**config.mk**
```make
export PLATFORM = sky130hd
export DESIGN_NAME = xmodem_checksum_receiver
export DESIGN_NICKNAME = d
export VERILOG_FILES = /design/src/rtl/xmcr_pkg.sv /design/src/rtl/xmodem_checksum_receiver.sv /design/src/rtl/xmcr_ram.sv /design/src/rtl/xmcr_fifo.sv /design/src/rtl/xmcr_front.sv /design/src/rtl/xmcr_back.sv
export SDC_FILE = /design/constraint.sdc
export NUM_CORES = 2
export LEC_CHECK = 0
export BUFFER_PORTS_ARGS = -buffer_cell sky130_fd_sc_hd__buf_2
export CELL_PAD_IN_SITES_DETAIL_PLACEMENT = 1
export CELL_PAD_IN_SITES_GLOBAL_PLACEMENT = 1
export CORE_MARGIN = 2
export CORE_UTILIZATION = 40
export DETAILED_ROUTE_END_ITERATION = 16
export PLACE_DENSITY = 0.63
export SLEW_MARGIN = 0
export SYNTH_ARGS = -nofsm -noshare
export SYNTH_HDL_FRONTEND = slang
export SYNTH_SLANG_ARGS = --single-unit
```
**constraint.sdc**
```tcl
create_clock -name clk -period 7.72 [get_ports clk]
set_input_delay 0.386 -clock clk [delete_from_list [all_inputs] [get_ports clk]]
set_output_delay 0.386 -clock clk [all_outputs]
set_load 0.005 [all_outputs]
```
**src/rtl/xmcr_pkg.sv**
```systemverilog
// Shared types and constants for the XMODEM checksum receiver.
// No dependencies; imported by every module of the block except xmcr_ram.
`default_nettype none

package xmcr_pkg;

  // Protocol characters
  localparam logic [7:0] CH_SOH = 8'h01;
  localparam logic [7:0] CH_EOT = 8'h04;
  localparam logic [7:0] CH_ACK = 8'h06;
  localparam logic [7:0] CH_NAK = 8'h15;
  localparam logic [7:0] CH_ALL = 8'hFF;

  // Packet geometry
  localparam int PACKET_BYTES = 128;
  localparam int WORD_COUNT   = PACKET_BYTES / 4;
  localparam int WORD_IDX_W   = $clog2(WORD_COUNT);
  localparam int BYTE_IDX_W   = $clog2(PACKET_BYTES);
  localparam logic [7:0] SUM_POS = 8'(PACKET_BYTES + 3);
  localparam logic [WORD_IDX_W-1:0] WORD_LAST = WORD_IDX_W'(WORD_COUNT - 1);

  // Register reset values and indexes
  localparam logic [31:0] LOAD_BASE_RESET = 32'h0000_8000;
  localparam logic [31:0] TIMEOUT_RESET   = 32'd4000000;
  localparam logic        REG_LOAD_BASE   = 1'b0;
  localparam logic        REG_TIMEOUT     = 1'b1;

  // Command queue between front and back
  localparam int Q_DEPTH = 2;
  localparam int Q_PTR_W = $clog2(Q_DEPTH);

  localparam logic [1:0] CMD_NAK   = 2'd0;
  localparam logic [1:0] CMD_EOT   = 2'd1;
  localparam logic [1:0] CMD_DRAIN = 2'd2;

  // Result kinds
  localparam logic KIND_TX    = 1'b0;
  localparam logic KIND_WRITE = 1'b1;

  typedef struct packed {
    logic [1:0]  kind;
    logic [31:0] addr;
  } cmd_t;

  typedef struct packed {
    logic                  en;
    logic [1:0]            lane;
    logic [WORD_IDX_W-1:0] addr;
    logic [7:0]            data;
  } buf_wr_t;

  typedef struct packed {
    logic        en;
    logic        idx;
    logic [31:0] data;
  } cfg_wr_t;

endpackage

`default_nettype wire

```
**src/rtl/xmodem_checksum_receiver.sv**
```systemverilog
// XMODEM receiver (8-bit checksum, 128-byte packets), top level.
// Depends on xmcr_pkg, xmcr_ram, xmcr_fifo, xmcr_front and xmcr_back.
//
// Items are pushed as timer ticks (cmd 0) or received bytes (cmd 1); results
// come out as transmit bytes (ACK/NAK) or 32-bit memory word writes, in
// order, with last set on the final result of each item. Ticks and header
// or data bytes leave full low unless the two-entry command queue is full.
// A good checksum byte raises full until the back has walked the packet
// buffer: 32 word writes at one per cycle while pop is held high (set by
// the single buffer read port, registered read) plus the ACK. A NAK or
// EOT ACK passes through the command queue and the result register after
// its item. After EOT is acknowledged every later item is accepted and
// dropped. Registers: load_base at 0x0 (also reloads the write address),
// timeout_ticks at 0x4; write them only while the block is idle.
`default_nettype none

module xmodem_checksum_receiver (
  input  wire logic        clk,
  input  wire logic        rst,
  // input items
  input  wire logic        push,
  output logic             full,
  input  wire logic        cmd,
  input  wire logic [7:0]  rx_byte,
  // results
  output logic             empty,
  input  wire logic        pop,
  output logic             out_kind,
  output logic [7:0]       tx_byte,
  output logic [31:0]      write_addr,
  output logic [31:0]      write_data,
  output logic             finished,
  output logic             last,
  // register port
  input  wire logic        psel,
  input  wire logic        penable,
  input  wire logic        pwrite,
  input  wire logic [2:0]  paddr,
  input  wire logic [31:0] pwdata,
  output logic [31:0]      prdata,
  output logic             pready
);
  import xmcr_pkg::*;

  cfg_wr_t               cfg_wr;
  logic [31:0]           load_base;
  logic [31:0]           timeout_ticks;
  logic                  q_full;
  logic                  q_empty;
  logic                  q_push;
  logic                  q_pop;
  cmd_t                  q_in;
  cmd_t                  q_head;
  buf_wr_t               buf_wr;
  logic [WORD_IDX_W-1:0] buf_raddr;
  logic [31:0]           buf_rdata;
  logic                  drain_done;

  // register port decode
  assign pready      = 1'b1;
  assign cfg_wr.en   = psel && penable && pwrite;
  assign cfg_wr.idx  = paddr[2];
  assign cfg_wr.data = pwdata;
  assign prdata      = (paddr[2] == REG_TIMEOUT) ? timeout_ticks : load_base;

  xmcr_front u_front (
    .clk           (clk),
    .rst           (rst),
    .push          (push),
    .cmd           (cmd),
    .rx_byte       (rx_byte),
    .full          (full),
    .cfg_wr        (cfg_wr),
    .load_base     (load_base),
    .timeout_ticks (timeout_ticks),
    .q_full        (q_full),
    .q_push        (q_push),
    .q_cmd         (q_in),
    .buf_wr        (buf_wr),
    .drain_done    (drain_done)
  );

  xmcr_fifo u_fifo (
    .clk     (clk),
    .rst     (rst),
    .wr      (q_push),
    .wr_cmd  (q_in),
    .q_full  (q_full),
    .rd      (q_pop),
    .rd_cmd  (q_head),
    .q_empty (q_empty)
  );

  // packet buffer: one byte lane per RAM, word index as address
  for (genvar lane = 0; lane < 4; lane++) begin : g_lane
    xmcr_ram #(
      .WIDTH (8),
      .DEPTH (WORD_COUNT)
    ) u_ram (
      .clk   (clk),
      .we    (buf_wr.en && (buf_wr.lane == 2'(lane))),
      .waddr (buf_wr.addr),
      .wdata (buf_wr.data),
      .raddr (buf_raddr),
      .rdata (buf_rdata[lane*8 +: 8])
    );
  end

  xmcr_back u_back (
    .clk        (clk),
    .rst        (rst),
    .q_empty    (q_empty),
    .q_head     (q_head),
    .q_pop      (q_pop),
    .buf_raddr  (buf_raddr),
    .buf_rdata  (buf_rdata),
    .drain_done (drain_done),
    .empty      (empty),
    .pop        (pop),
    .out_kind   (out_kind),
    .tx_byte    (tx_byte),
    .write_addr (write_addr),
    .write_data (write_data),
    .finished   (finished),
    .last       (last)
  );

endmodule

`default_nettype wire

```
**src/rtl/xmcr_ram.sv**
```systemverilog
// Generic single-write, single-read RAM with registered read data.
// No dependencies.
`default_nettype none

module xmcr_ram #(
  parameter int WIDTH = 8,
  parameter int DEPTH = 32
) (
  input  wire logic                     clk,
  input  wire logic                     we,
  input  wire logic [$clog2(DEPTH)-1:0] waddr,
  input  wire logic [WIDTH-1:0]         wdata,
  input  wire logic [$clog2(DEPTH)-1:0] raddr,
  output logic      [WIDTH-1:0]         rdata
);

  logic [WIDTH-1:0] mem [DEPTH];

  always_ff @(posedge clk) begin
    if (we) begin
      mem[waddr] <= wdata;
    end
    rdata <= mem[raddr];
  end

endmodule

`default_nettype wire

```
**src/rtl/xmcr_fifo.sv**
```systemverilog
// Short command queue between the front and the back of the receiver.
// Depends on xmcr_pkg.
`default_nettype none

module xmcr_fifo (
  input  wire logic          clk,
  input  wire logic          rst,
  input  wire logic          wr,
  input  wire xmcr_pkg::cmd_t wr_cmd,
  output logic               q_full,
  input  wire logic          rd,
  output xmcr_pkg::cmd_t     rd_cmd,
  output logic               q_empty
);
  import xmcr_pkg::*;

  cmd_t               slots [Q_DEPTH];
  logic [Q_PTR_W-1:0] wr_ptr;
  logic [Q_PTR_W-1:0] rd_ptr;
  logic [Q_PTR_W:0]   count;

  assign q_full  = (count == (Q_PTR_W + 1)'(Q_DEPTH));
  assign q_empty = (count == '0);
  assign rd_cmd  = slots[rd_ptr];

  // storage
  always_ff @(posedge clk) begin
    if (wr) begin
      slots[wr_ptr] <= wr_cmd;
    end
  end

  // pointers and fill level
  always_ff @(posedge clk) begin
    if (rst) begin
      wr_ptr <= '0;
      rd_ptr <= '0;
      count  <= '0;
    end else begin
      if (wr) begin
        wr_ptr <= (wr_ptr == Q_PTR_W'(Q_DEPTH - 1)) ? '0 : wr_ptr + 1'b1;
      end
      if (rd) begin
        rd_ptr <= (rd_ptr == Q_PTR_W'(Q_DEPTH - 1)) ? '0 : rd_ptr + 1'b1;
      end
      case ({wr, rd})
        2'b10:   count <= count + 1'b1;
        2'b01:   count <= count - 1'b1;
        default: count <= count;
      endcase
    end
  end

  a_no_overflow: assert property (@(posedge clk) disable iff (rst)
    q_full && !rd |-> !wr) else $error("command queue overflow");
  a_no_underflow: assert property (@(posedge clk) disable iff (rst)
    q_empty |-> !rd) else $error("command queue underflow");
  a_count_bound: assert property (@(posedge clk) disable iff (rst)
    count <= (Q_PTR_W + 1)'(Q_DEPTH)) else $error("command queue level out of range");

endmodule

`default_nettype wire

```
**src/rtl/xmcr_front.sv**
```systemverilog
// Front of the receiver: accepts items, parses packets, runs the timeout,
// fills the packet buffer and queues commands. Depends on xmcr_pkg.
`default_nettype none

module xmcr_front (
  input  wire logic               clk,
  input  wire logic               rst,
  input  wire logic               push,
  input  wire logic               cmd,
  input  wire logic [7:0]         rx_byte,
  output logic                    full,
  input  wire xmcr_pkg::cfg_wr_t  cfg_wr,
  output logic [31:0]             load_base,
  output logic [31:0]             timeout_ticks,
  input  wire logic               q_full,
  output logic                    q_push,
  output xmcr_pkg::cmd_t          q_cmd,
  output xmcr_pkg::buf_wr_t       buf_wr,
  input  wire logic               drain_done
);
  import xmcr_pkg::*;

  logic [7:0]  packet_position, packet_position_next;
  logic [7:0]  expected_block, expected_block_next;
  logic [7:0]  running_sum, running_sum_next;
  logic [7:0]  received_block, received_block_next;
  logic [31:0] next_address, next_address_next;
  logic [31:0] idle_ticks, idle_ticks_next;
  logic        upload_done, upload_done_next;
  logic        drain_busy, drain_busy_next;
  logic [31:0] load_base_next;
  logic [31:0] timeout_ticks_next;

  logic        accept;
  logic [31:0] ticks_inc;
  logic [7:0]  sum_add;
  logic [7:0]  data_idx;

  assign full      = q_full || drain_busy;
  assign accept    = push && !full;
  assign ticks_inc = idle_ticks + 32'd1;
  assign sum_add   = running_sum + rx_byte;
  assign data_idx  = packet_position - 8'd3;

  // packet parser and timeout
  always_comb begin
    packet_position_next = packet_position;
    expected_block_next  = expected_block;
    running_sum_next     = running_sum;
    received_block_next  = received_block;
    next_address_next    = next_address;
    idle_ticks_next      = idle_ticks;
    upload_done_next     = upload_done;
    drain_busy_next      = drain_busy && !drain_done;
    load_base_next       = load_base;
    timeout_ticks_next   = timeout_ticks;
    q_push               = 1'b0;
    q_cmd.kind           = CMD_NAK;
    q_cmd.addr           = next_address;
    buf_wr.en            = 1'b0;
    buf_wr.lane          = data_idx[1:0];
    buf_wr.addr          = data_idx[BYTE_IDX_W-1:2];
    buf_wr.data          = rx_byte;

    if (accept && !upload_done) begin
      if (!cmd) begin
        // timer tick
        if (ticks_inc >= timeout_ticks) begin
          idle_ticks_next = '0;
          q_push          = 1'b1;
        end else begin
          idle_ticks_next = ticks_inc;
        end
      end else begin
        idle_ticks_next = '0;
        if (packet_position == 8'd0) begin
          if (rx_byte == CH_EOT) begin
            upload_done_next = 1'b1;
            q_push           = 1'b1;
            q_cmd.kind       = CMD_EOT;
          end else if (rx_byte == CH_SOH) begin
            running_sum_next     = rx_byte;
            packet_position_next = 8'd1;
          end else begin
            q_push = 1'b1;
          end
        end else if (packet_position == 8'd1) begin
          if (rx_byte == expected_block) begin
            received_block_next  = rx_byte;
            running_sum_next     = sum_add;
            packet_position_next = 8'd2;
          end else begin
            packet_position_next = 8'd0;
            q_push               = 1'b1;
          end
        end else if (packet_position == 8'd2) begin
          if (rx_byte == CH_ALL - received_block) begin
            running_sum_next     = sum_add;
            packet_position_next = 8'd3;
          end else begin
            packet_position_next = 8'd0;
            q_push               = 1'b1;
          end
        end else if (packet_position < SUM_POS) begin
          // data byte into the buffer
          buf_wr.en            = 1'b1;
          running_sum_next     = sum_add;
          packet_position_next = packet_position + 8'd1;
        end else begin
          // checksum byte
          packet_position_next = 8'd0;
          q_push               = 1'b1;
          if (rx_byte == running_sum) begin
            q_cmd.kind          = CMD_DRAIN;
            next_address_next   = next_address + 32'(PACKET_BYTES);
            expected_block_next = expected_block + 8'd1;
            drain_busy_next     = 1'b1;
          end
        end
      end
    end

    // register writes; the user must make them only while idle, the block does not enforce it
    if (cfg_wr.en) begin
      case (cfg_wr.idx)
        REG_LOAD_BASE: begin
          load_base_next    = cfg_wr.data;
          next_address_next = cfg_wr.data;
        end
        REG_TIMEOUT: begin
          timeout_ticks_next = cfg_wr.data;
        end
        default: begin
          load_base_next = load_base;
        end
      endcase
    end
  end

  always_ff @(posedge clk) begin
    if (rst) begin
      packet_position <= '0;
      expected_block  <= 8'd1;
      running_sum     <= '0;
      received_block  <= '0;
      next_address    <= LOAD_BASE_RESET;
      idle_ticks      <= '0;
      upload_done     <= 1'b0;
      drain_busy      <= 1'b0;
      load_base       <= LOAD_BASE_RESET;
      timeout_ticks   <= TIMEOUT_RESET;
    end else begin
      packet_position <= packet_position_next;
      expected_block  <= expected_block_next;
      running_sum     <= running_sum_next;
      received_block  <= received_block_next;
      next_address    <= next_address_next;
      idle_ticks      <= idle_ticks_next;
      upload_done     <= upload_done_next;
      drain_busy      <= drain_busy_next;
      load_base       <= load_base_next;
      timeout_ticks   <= timeout_ticks_next;
    end
  end

  a_no_fill_while_drain: assert property (@(posedge clk) disable iff (rst)
    drain_busy |-> !buf_wr.en) else $error("buffer written during drain");
  a_push_has_room: assert property (@(posedge clk) disable iff (rst)
    q_push |-> !q_full) else $error("command pushed into a full queue");
  a_silent_when_done: assert property (@(posedge clk) disable iff (rst)
    upload_done |-> !q_push && !buf_wr.en) else $error("activity after upload end");
  a_position_bound: assert property (@(posedge clk) disable iff (rst)
    packet_position <= SUM_POS) else $error("packet position out of range");

endmodule

`default_nettype wire

```
**src/rtl/xmcr_back.sv**
```systemverilog
// Back of the receiver: carries out queued commands, reads the packet
// buffer and drives the result register. Depends on xmcr_pkg.
`default_nettype none

module xmcr_back (
  input  wire logic                            clk,
  input  wire logic                            rst,
  input  wire logic                            q_empty,
  input  wire xmcr_pkg::cmd_t                  q_head,
  output logic                                 q_pop,
  output logic [xmcr_pkg::WORD_IDX_W-1:0]      buf_raddr,
  input  wire logic [31:0]                     buf_rdata,
  output logic                                 drain_done,
  output logic                                 empty,
  input  wire logic                            pop,
  output logic                                 out_kind,
  output logic [7:0]                           tx_byte,
  output logic [31:0]                          write_addr,
  output logic [31:0]                          write_data,
  output logic                                 finished,
  output logic                                 last
);
  import xmcr_pkg::*;

  localparam logic [1:0] ST_IDLE  = 2'd0;
  localparam logic [1:0] ST_DRAIN = 2'd1;
  localparam logic [1:0] ST_ACK   = 2'd2;

  logic [1:0]            state, state_next;
  logic [WORD_IDX_W-1:0] k, k_next;
  logic [31:0]           base, base_next;
  logic                  out_valid, out_valid_next;
  logic                  out_kind_next;
  logic [7:0]            tx_byte_next;
  logic [31:0]           write_addr_next;
  logic [31:0]           write_data_next;
  logic                  finished_next;
  logic                  last_next;
  logic                  slot_free;

  assign empty     = !out_valid;
  assign slot_free = !out_valid || pop;
  // read address runs one step ahead, so buf_rdata always holds word k
  assign buf_raddr = k_next;

  // sequencer
  always_comb begin
    state_next      = state;
    k_next          = k;
    base_next       = base;
    q_pop           = 1'b0;
    drain_done      = 1'b0;
    out_valid_next  = out_valid && !pop;
    out_kind_next   = out_kind;
    tx_byte_next    = tx_byte;
    write_addr_next = write_addr;
    write_data_next = write_data;
    finished_next   = finished;
    last_next       = last;

    case (state)
      ST_IDLE: begin
        if (!q_empty && slot_free) begin
          q_pop = 1'b1;
          case (q_head.kind)
            CMD_DRAIN: begin
              state_next = ST_DRAIN;
              k_next     = '0;
              base_next  = q_head.addr;
            end
            CMD_EOT: begin
              out_valid_next  = 1'b1;
              out_kind_next   = KIND_TX;
              tx_byte_next    = CH_ACK;
              write_addr_next = '0;
              write_data_next = '0;
              finished_next   = 1'b1;
              last_next       = 1'b1;
            end
            default: begin
              out_valid_next  = 1'b1;
              out_kind_next   = KIND_TX;
              tx_byte_next    = CH_NAK;
              write_addr_next = '0;
              write_data_next = '0;
              finished_next   = 1'b0;
              last_next       = 1'b1;
            end
          endcase
        end
      end
      ST_DRAIN: begin
        if (slot_free) begin
          out_valid_next  = 1'b1;
          out_kind_next   = KIND_WRITE;
          tx_byte_next    = '0;
          write_addr_next = base + {{(30 - WORD_IDX_W){1'b0}}, k, 2'b00};
          write_data_next = buf_rdata;
          finished_next   = 1'b0;
          last_next       = 1'b0;
          if (k == WORD_LAST) begin
            state_next = ST_ACK;
          end else begin
            k_next = k + 1'b1;
          end
        end
      end
      ST_ACK: begin
        if (slot_free) begin
          out_valid_next  = 1'b1;
          out_kind_next   = KIND_TX;
          tx_byte_next    = CH_ACK;
          write_addr_next = '0;
          write_data_next = '0;
          finished_next   = 1'b0;
          last_next       = 1'b1;
          state_next      = ST_IDLE;
          drain_done      = 1'b1;
        end
      end
      default: begin
        state_next = ST_IDLE;
      end
    endcase
  end

  // control state
  always_ff @(posedge clk) begin
    if (rst) begin
      state     <= ST_IDLE;
      out_valid <= 1'b0;
    end else begin
      state     <= state_next;
      out_valid <= out_valid_next;
    end
  end

  // payload
  always_ff @(posedge clk) begin
    k          <= k_next;
    base       <= base_next;
    out_kind   <= out_kind_next;
    tx_byte    <= tx_byte_next;
    write_addr <= write_addr_next;
    write_data <= write_data_next;
    finished   <= finished_next;
    last       <= last_next;
  end

  a_ack_after_last_word: assert property (@(posedge clk) disable iff (rst)
    state == ST_ACK |-> k == WORD_LAST) else $error("ACK before all words");
  a_done_to_idle: assert property (@(posedge clk) disable iff (rst)
    drain_done |=> state == ST_IDLE) else $error("drain end without return to idle");
  a_pop_only_idle: assert property (@(posedge clk) disable iff (rst)
    q_pop |-> state == ST_IDLE && !q_empty) else $error("command taken mid-drain");

endmodule

`default_nettype wire

```
Word level (Yosys, flattened, before mapping)
Memory sizes are Yosys's and may differ from the RTL's. A register that Yosys moved wholly into a read port is not among the register bits.
Cells that the tools add are included.
{ "word_totals": {"memories": 5, "out_inout_bits": 110, "wordCells": 233, "regBits": 281, "ram_bits": 1092} }
{ "memory_table": {"columns": ["memory", "words", "word_bits", "read_ports", "rd_ports_with_merged_regs", "write_ports", "line", "text"], "rows": [
  ["g_lane[0].u_ram.mem", 32, 8, 1, 1, 1, "xmcr_ram.sv:17", "logic [WIDTH-1:0] mem [DEPTH];"],
  ["g_lane[1].u_ram.mem", 32, 8, 1, 1, 1, "xmcr_ram.sv:17", null],
  ["g_lane[2].u_ram.mem", 32, 8, 1, 1, 1, "xmcr_ram.sv:17", null],
  ["g_lane[3].u_ram.mem", 32, 8, 1, 1, 1, "xmcr_ram.sv:17", null],
  ["u_fifo.slots", 2, 34, 1, 1, 1, "xmcr_fifo.sv:17", "cmd_t slots [Q_DEPTH];"]
]} }
{ "op_classes": {"eq_ne": 29, "n_addsub": 13, "order_cmp": 2, "mux": 117, "reduce_logical": 39, "n_bitwise": 5} }
{ "ops": {"columns": ["op", "n"], "rows": [
  ["$mux W32", 17],
  ["$pmux W32 S3", 2],
  ["$mux W8", 17],
  ["$mux W1", 53],
  ["$add A32 B1 Y32 const B", 1],
  ["$add A32 B7 Y32", 1],
  ["$add A32 B8 Y32 const B", 1],
  ["$ge A32 B32 Y1", 1],
  ["$mux W2", 14],
  ["$eq A8 B8 Y1", 3],
  ["$pmux W8 S3", 1],
  ["$mux W5", 4],
  ["$add A8 B1 Y8 const B", 2],
  ["$eq A8 B1 Y1 const B", 2],
  ["$pmux W8 S2", 1],
  ["$reduce_and A5 Y1", 3],
  ["$reduce_and A7 Y1", 2],
  ["$eq A2 B2 Y1 const B", 6],
  ["$reduce_and A4 Y1", 3],
  ["$logic_and A1 B1 Y1", 11],
  ["$ne A2 B1 Y1 const B", 5],
  ["$pmux W5 S2", 1],
  ["$add A8 B8 Y8", 1],
  ["$eq A2 B1 Y1 const B", 4],
  ["28 further kinds", 49]
]} }

Longest topological paths before layout
{ "depth": {"depth_word": 13, "ltp_mapped": 20, "mapped_depth_nobuf": 19} }

By module
Synthesis repeated with hierarchy kept, for this count alone.
{ "hier_totals": {"hier_cells": 3326, "area_unflattened_um2": 57206.1} }
{ "by_module_without_submodules": {"columns": ["module", "seq_area_each_um2", "cells_per_inst", "area_each_um2", "n_inst"], "rows": [
  ["xmcr_ram", 7847.5, 417, 10053.4, 4],
  ["xmcr_front", 3243.1, 1124, 8921.1, 1],
  ["xmcr_back", 3223.1, 363, 4828.4, 1],
  ["xmcr_fifo", 2142.1, 128, 2650.0, 1],
  ["xmodem_checksum_receiver", 0.0, 43, 593.1, 1]
]} }

Least setup slack after synthesis
No wires, ideal clock.
{ "synth_timing": {"kind": "register to register", "from": "register u_back.state[1]", "to": "register u_back.last (enable)", "path_buffers": 1, "path_slack_ps": 1484, "setup_time_ps": 581, "arrival_time_ps": 5655, "period_less_slack_ps": 6236, "stages_incl_launch_ff": 7, "path_cell_list": "dfxtp_1 -> inv_1 -> ha_1 -> clkbuf_1 -> inv_1 -> a21oi_1 -> nor3_1"} }
{ "synth_between": {"elab_chain_len": 3, "word_cells_on_any_way": 9, "classes_between": "eq/ne (6); reduce/logical (3)"} }
{ "synth_lines": {"columns": ["element", "line", "text"], "rows": [
  ["from (decl)", "xmcr_back.sv:29", "logic [1:0] state, state_next;"],
  ["from (signal assigned)", "xmcr_back.sv:133", "state <= state_next;"],
  ["$eq A2 B2 Y1, or another cell as far along", "xmcr_back.sv:61", "case (state)"],
  ["$ne A2 B1 Y1 (no source line), or another cell as far along", null, null],
  ["$reduce_and A5 Y1 (no source line) *", null, null],
  ["to (signal assigned)", "xmcr_back.sv:147", "last <= last_next;"],
  ["to (decl)", "xmcr_back.sv:21", "output logic last"]
]} }
Mark *: on every way between the ends. The rest lies on a longest branch, timed or not.
A chain may end at the register's enable or synchronous reset.

Worst setup path after layout
{ "layout_timing": {"from": "register u_front.idle_ticks[0]", "to": "memory u_fifo.slots[0][0] (netlist name) (enable)"} }
{ "layout_between": {"elab_chain_len": 7} }
{ "layout_lines": {"columns": ["element", "line", "text"], "rows": [
  ["from (decl)", "xmcr_front.sv:28", "logic [31:0] idle_ticks, idle_ticks_next;"],
  ["from (signal assigned)", "xmcr_front.sv:158", "idle_ticks <= idle_ticks_next;"],
  ["$add A32 B1 Y32", "xmcr_front.sv:41", "assign ticks_inc = idle_ticks + 32'd1;"],
  ["$ge A32 B32 Y1", "xmcr_front.sv:68", "if (ticks_inc >= timeout_ticks) begin"],
  ["$mux W1", "xmcr_front.sv:68", null],
  ["$mux W1", "xmcr_front.sv:66", "if (!cmd) begin"],
  ["$mux W1", "xmcr_front.sv:65", "if (accept && !upload_done) begin"],
  ["$mux W1", "xmcr_fifo.sv:28", "if (wr) begin"],
  ["$mux W1 (implied by the code)", "xmcr_fifo.sv:29", "slots[wr_ptr] <= wr_cmd;"],
  ["to (decl)", "xmcr_fifo.sv:17", null]
]} }
Every way passes these cells.

==> results.sh <==
export IMPL_status="completed"
export IMPL_dp_hpwl_mm=102
export IMPL_cpPeakStageDelay_ps=750
export IMPL_drive_above_1_share=0.136
export IMPL_grt_pass1_wl_mm=242
export IMPL_tns_ps=0
export IMPL_clkTransAtPathRegs_ps=60
export IMPL_cp_num_buf_inv=3
export IMPL_grt_overflow_total=0
export IMPL_vias=35600
export IMPL_slew_viol_final=0
export IMPL_antenna_found_initial=7
export IMPL_wl_mm=163
export IMPL_ir_worst_vdd_uv=325
export IMPL_ys_warn_count=0
export IMPL_synthDistinctLibCells=65
export IMPL_multiInputGateArea_sq_um=16100
export IMPL_relSlewSlack=0.176
export IMPL_yosys_register_bits=1401
export IMPL_synthXorXnorAreaFrac=0.0181
export IMPL_crit_chain="ha_1 > nand3_1 > nor2_1 > nand3_1 > nor3_1 > nand4_1 > xnor2_1 > ha_1 > nand4_1 > or2_2 > nor2_1 > a211o_1 > a41oi_4 > buf_4 > or3_1 > clkinv_1 > buf_4"
export IMPL_worstPathMaxFanout=42
export IMPL_finClkSkew_ps=57.1
export IMPL_pin_count=161
export IMPL_gp_congestion=0.814
export IMPL_fp_coreArea_sq_um=143000
export IMPL_synth_compound_area_frac=0.0854
export IMPL_die_area_sq_um=147000
export IMPL_root_buffer="clkbuf_16"
export IMPL_yosysSeqAreaShare=0.695
export IMPL_dr_pass1_iters=5
export IMPL_worstPathRequired_ps=8150
export IMPL_netlist_area_sq_um=57500
export IMPL_period_share=0.716
export IMPL_clockBufferDepth=3
export IMPL_cp_arrival_ps=5960
export IMPL_critPathKind="reg2reg"
export IMPL_slowest_stage="nor3_1"
export IMPL_die_w_um=383
export IMPL_p_per_area_nw_per_um2=323
export IMPL_clk_latency_ps=800
export IMPL_ant_nets=0
export IMPL_nFillCells=14500
export IMPL_grt_start_max_net_pins=128
export IMPL_cts_tree="yes"
export IMPL_drc=0
export IMPL_fp_row_count=139
export IMPL_post_cts_resized=0
export IMPL_final_nets=4554
export IMPL_viasPerCell=5.51
export IMPL_drt_initial_drc_count=2594
export IMPL_r2r_slack_ps=2190
export IMPL_die_h_um=383
export IMPL_cts_buffers=152
export IMPL_grt_pass1_vias=36600
export IMPL_start_util=0.402
export IMPL_netlist_instances=4299
export IMPL_p_leak_uw=0.0219
export IMPL_final_common_cell="edfxtp_1"
export IMPL_tightest_slew_ps=1230
export IMPL_hold_slack_ps=103
export IMPL_synth_top_family_by_area="simple AND/OR/NAND/NOR gates"
export IMPL_mostFrequentLayoutCells="1194 x edfxtp_1, 773 x nand2_1, 267 x a21oi_1, 265 x nor2_1, 207 x dfxtp_1"
export IMPL_cpLargestDelayFamily="simple AND/OR/NAND/NOR gates"
export IMPL_post_cts_buffers=0
export IMPL_hold_path_class="in2reg"
export IMPL_hold_viol_final=0
export IMPL_cp_end_kind="flop"
export IMPL_synthAdderAreaFrac=0.0142
export IMPL_setup_viol=0
export IMPL_yosys_area_share_simple=0.111
export IMPL_synth_main_ff_cell="edfxtp_1"
export IMPL_port_buffers=153
export IMPL_grt_usage=0.221
export IMPL_clock_sinks=1401
export IMPL_diodes=0
export IMPL_cap_violations=0
export IMPL_rsz0062_at_grt="no"
export IMPL_h_tree_depth=4
export IMPL_max_freq_ghz=0.181
export IMPL_final_seq_area_sq_um=40000
export IMPL_synthMuxAreaShare=0.0493
export IMPL_ys_async_sr_fraction=0
export IMPL_start_kind="flop"
export IMPL_syn_area_per_cell_sq_um=13.4
export IMPL_avgRoutedWirePerCell_um=25.3
export IMPL_synth_edf_count=1194
export IMPL_areaGrowthSynthToFinish_pct=13.4
export IMPL_period_minus_slack_ps=5530
power breakdown:
part	internal, uW	switching (uW)	leakage (uW)	total, uW
combinational	1570	3450	0.00706	5030
sequential	8700	265	0.0125	8970
clock	4060	3050	0.00234	7110
total	14300	6770	0.0219	21100
sequential cells by signal, summed over array words and instances, names as in the netlist, 2 cells and up, named ones only:
register                 count
u_back.tx_byte               3
u_front.idle_ticks          32
u_back.base                 32
u_front.load_base           32
u_front.next_address        32
u_front.packet_position      8
u_back.state                 2
g_lane.u_ram.rdata          32
u_front.timeout_ticks       32
u_back.write_data           32
u_fifo.count                 2
u_back.k                     5
u_back.write_addr           32
u_front.running_sum          8
u_front.expected_block       8
g_lane.u_ram.mem          1024
u_fifo.slots                68
u_front.received_block       8
stage by stage:
| stage | std cells | power [uW] | cell area [sq um] | util | setup WS (ps) |
|---|---|---|---|---|---|
| 2_1_floorplan | 4302 | 12300 | 57600 | - | 1480 |
| 4_1_cts | 6462 | 21300 | 65300 | 0.456 | 1990 |
| 6_report | 6462 | 21100 | 65300 | 0.456 | 2190 |
| 3_5_place_dp | 6153 | 14200 | 60100 | 0.420 | 2000 |
| 5_1_grt | 6462 | 22000 | 65300 | 0.456 | 1540 |
| 3_3_place_gp | 6153 | 14100 | 60100 | 0.420 | 2140 |
layer usage:
layer	vias to the layer above	global-route usage	wire (um)
met5	-	0	12
met4	2	0.0645	4020
met3	217	0.0368	7970
met2	772	0.364	79700
met1	18400	0.301	71700
li1	16200	-	-
cell families (layout without fill, tap and decap cells):
kind of cell | Yosys count | in the layout
adder cells (fa/ha/maj) | 64 | 64
flip-flops | 1401 | 1401
AND/OR/NAND/NOR | 1453 | 1453
other | 2 | 5
buffers and inverters | 340 | 597
AO/OA/AOI/OAI | 686 | 686
multiplexers | 234 | 234
XOR/XNOR | 119 | 119
worst reg2reg max path, cell delays in order (launching register included):
cell      delay (ps)
dfxtp_1          430
ha_1             270
nand3_1          200
nor2_1           430
nand3_1          210
nor3_1           750
nand4_1          200
xnor2_1          210
ha_1             330
nand4_1           70
or2_2            310
nor2_1           220
a211o_1          210
a41oi_4           50
buf_4            330
or3_1            430
clkinv_1          60
buf_4            400
worst paths after layout:
| path | startpoint | endpoint | depth (start not counted) |
|---|---|---|---|
| hold / removal | rx_byte[2] | g_lane[3].u_ram.mem[12][2] | 1 |
| setup / recovery | u_front.idle_ticks[0] | u_fifo.slots[0][0] | 17 |
| setup reg to reg | u_front.idle_ticks[0] | u_fifo.slots[0][0] | 17 |
| hold reg to reg | u_front.load_base[21] | u_front.load_base[21] | 2 |
cell usage after synthesis, types with 6 or more instances:
cell | number | area [sq um]
edfxtp_1 | 1194 | 35900
nand2_1 | 774 | 2910
nor2_1 | 271 | 1020
a21oi_1 | 267 | 1340
dfxtp_1 | 207 | 4140
clkbuf_1 | 165 | 619
mux2i_1 | 136 | 1360
and3_1 | 112 | 701
nand3_1 | 75 | 375
o21ai_0 | 75 | 375
nand4_1 | 68 | 425
a311oi_1 | 66 | 578
inv_1 | 65 | 244
mux2_2 | 65 | 732
ha_1 | 62 | 776
xnor2_1 | 62 | 543
a221oi_2 | 60 | 901
buf_2 | 57 | 285
xor2_1 | 57 | 499
a31oi_1 | 45 | 282
a211oi_1 | 43 | 323
and2_1 | 43 | 269
a221oi_1 | 37 | 324
mux4_2 | 33 | 743
nor3_1 | 31 | 155
a221o_1 | 29 | 290
buf_4 | 19 | 143
a21o_1 | 17 | 128
nand2b_1 | 17 | 106
or3_1 | 17 | 106
buf_6 | 15 | 169
buf_1 | 14 | 52.6
a211o_1 | 9 | 78.8
nor2b_1 | 9 | 56.3
or2_2 | 8 | 50.1
nor4_1 | 6 | 37.5
o211ai_1 | 6 | 45.0
o21ai_1 | 6 | 30.0
final cells by class:
class | instances | area share
Inverter | 69 | 0.00420
Clock buffer | 196 | 0.0621
Timing Repair Buffer | 254 | 0.0260
Multi-Input combinational cell | 2561 | 0.247
Tap cell | 1903 | 0.0365
Sequential cell | 1401 | 0.613
Clock inverter | 78 | 0.0118
timing repair:
item / in CTS / in global routing
hold buffers: 35 / 0
endpoints found under the hold margin: 105 / 0
endpoints found under the setup margin: 0 / 0
No activity file was read; power rests on OpenSTA's default activity.
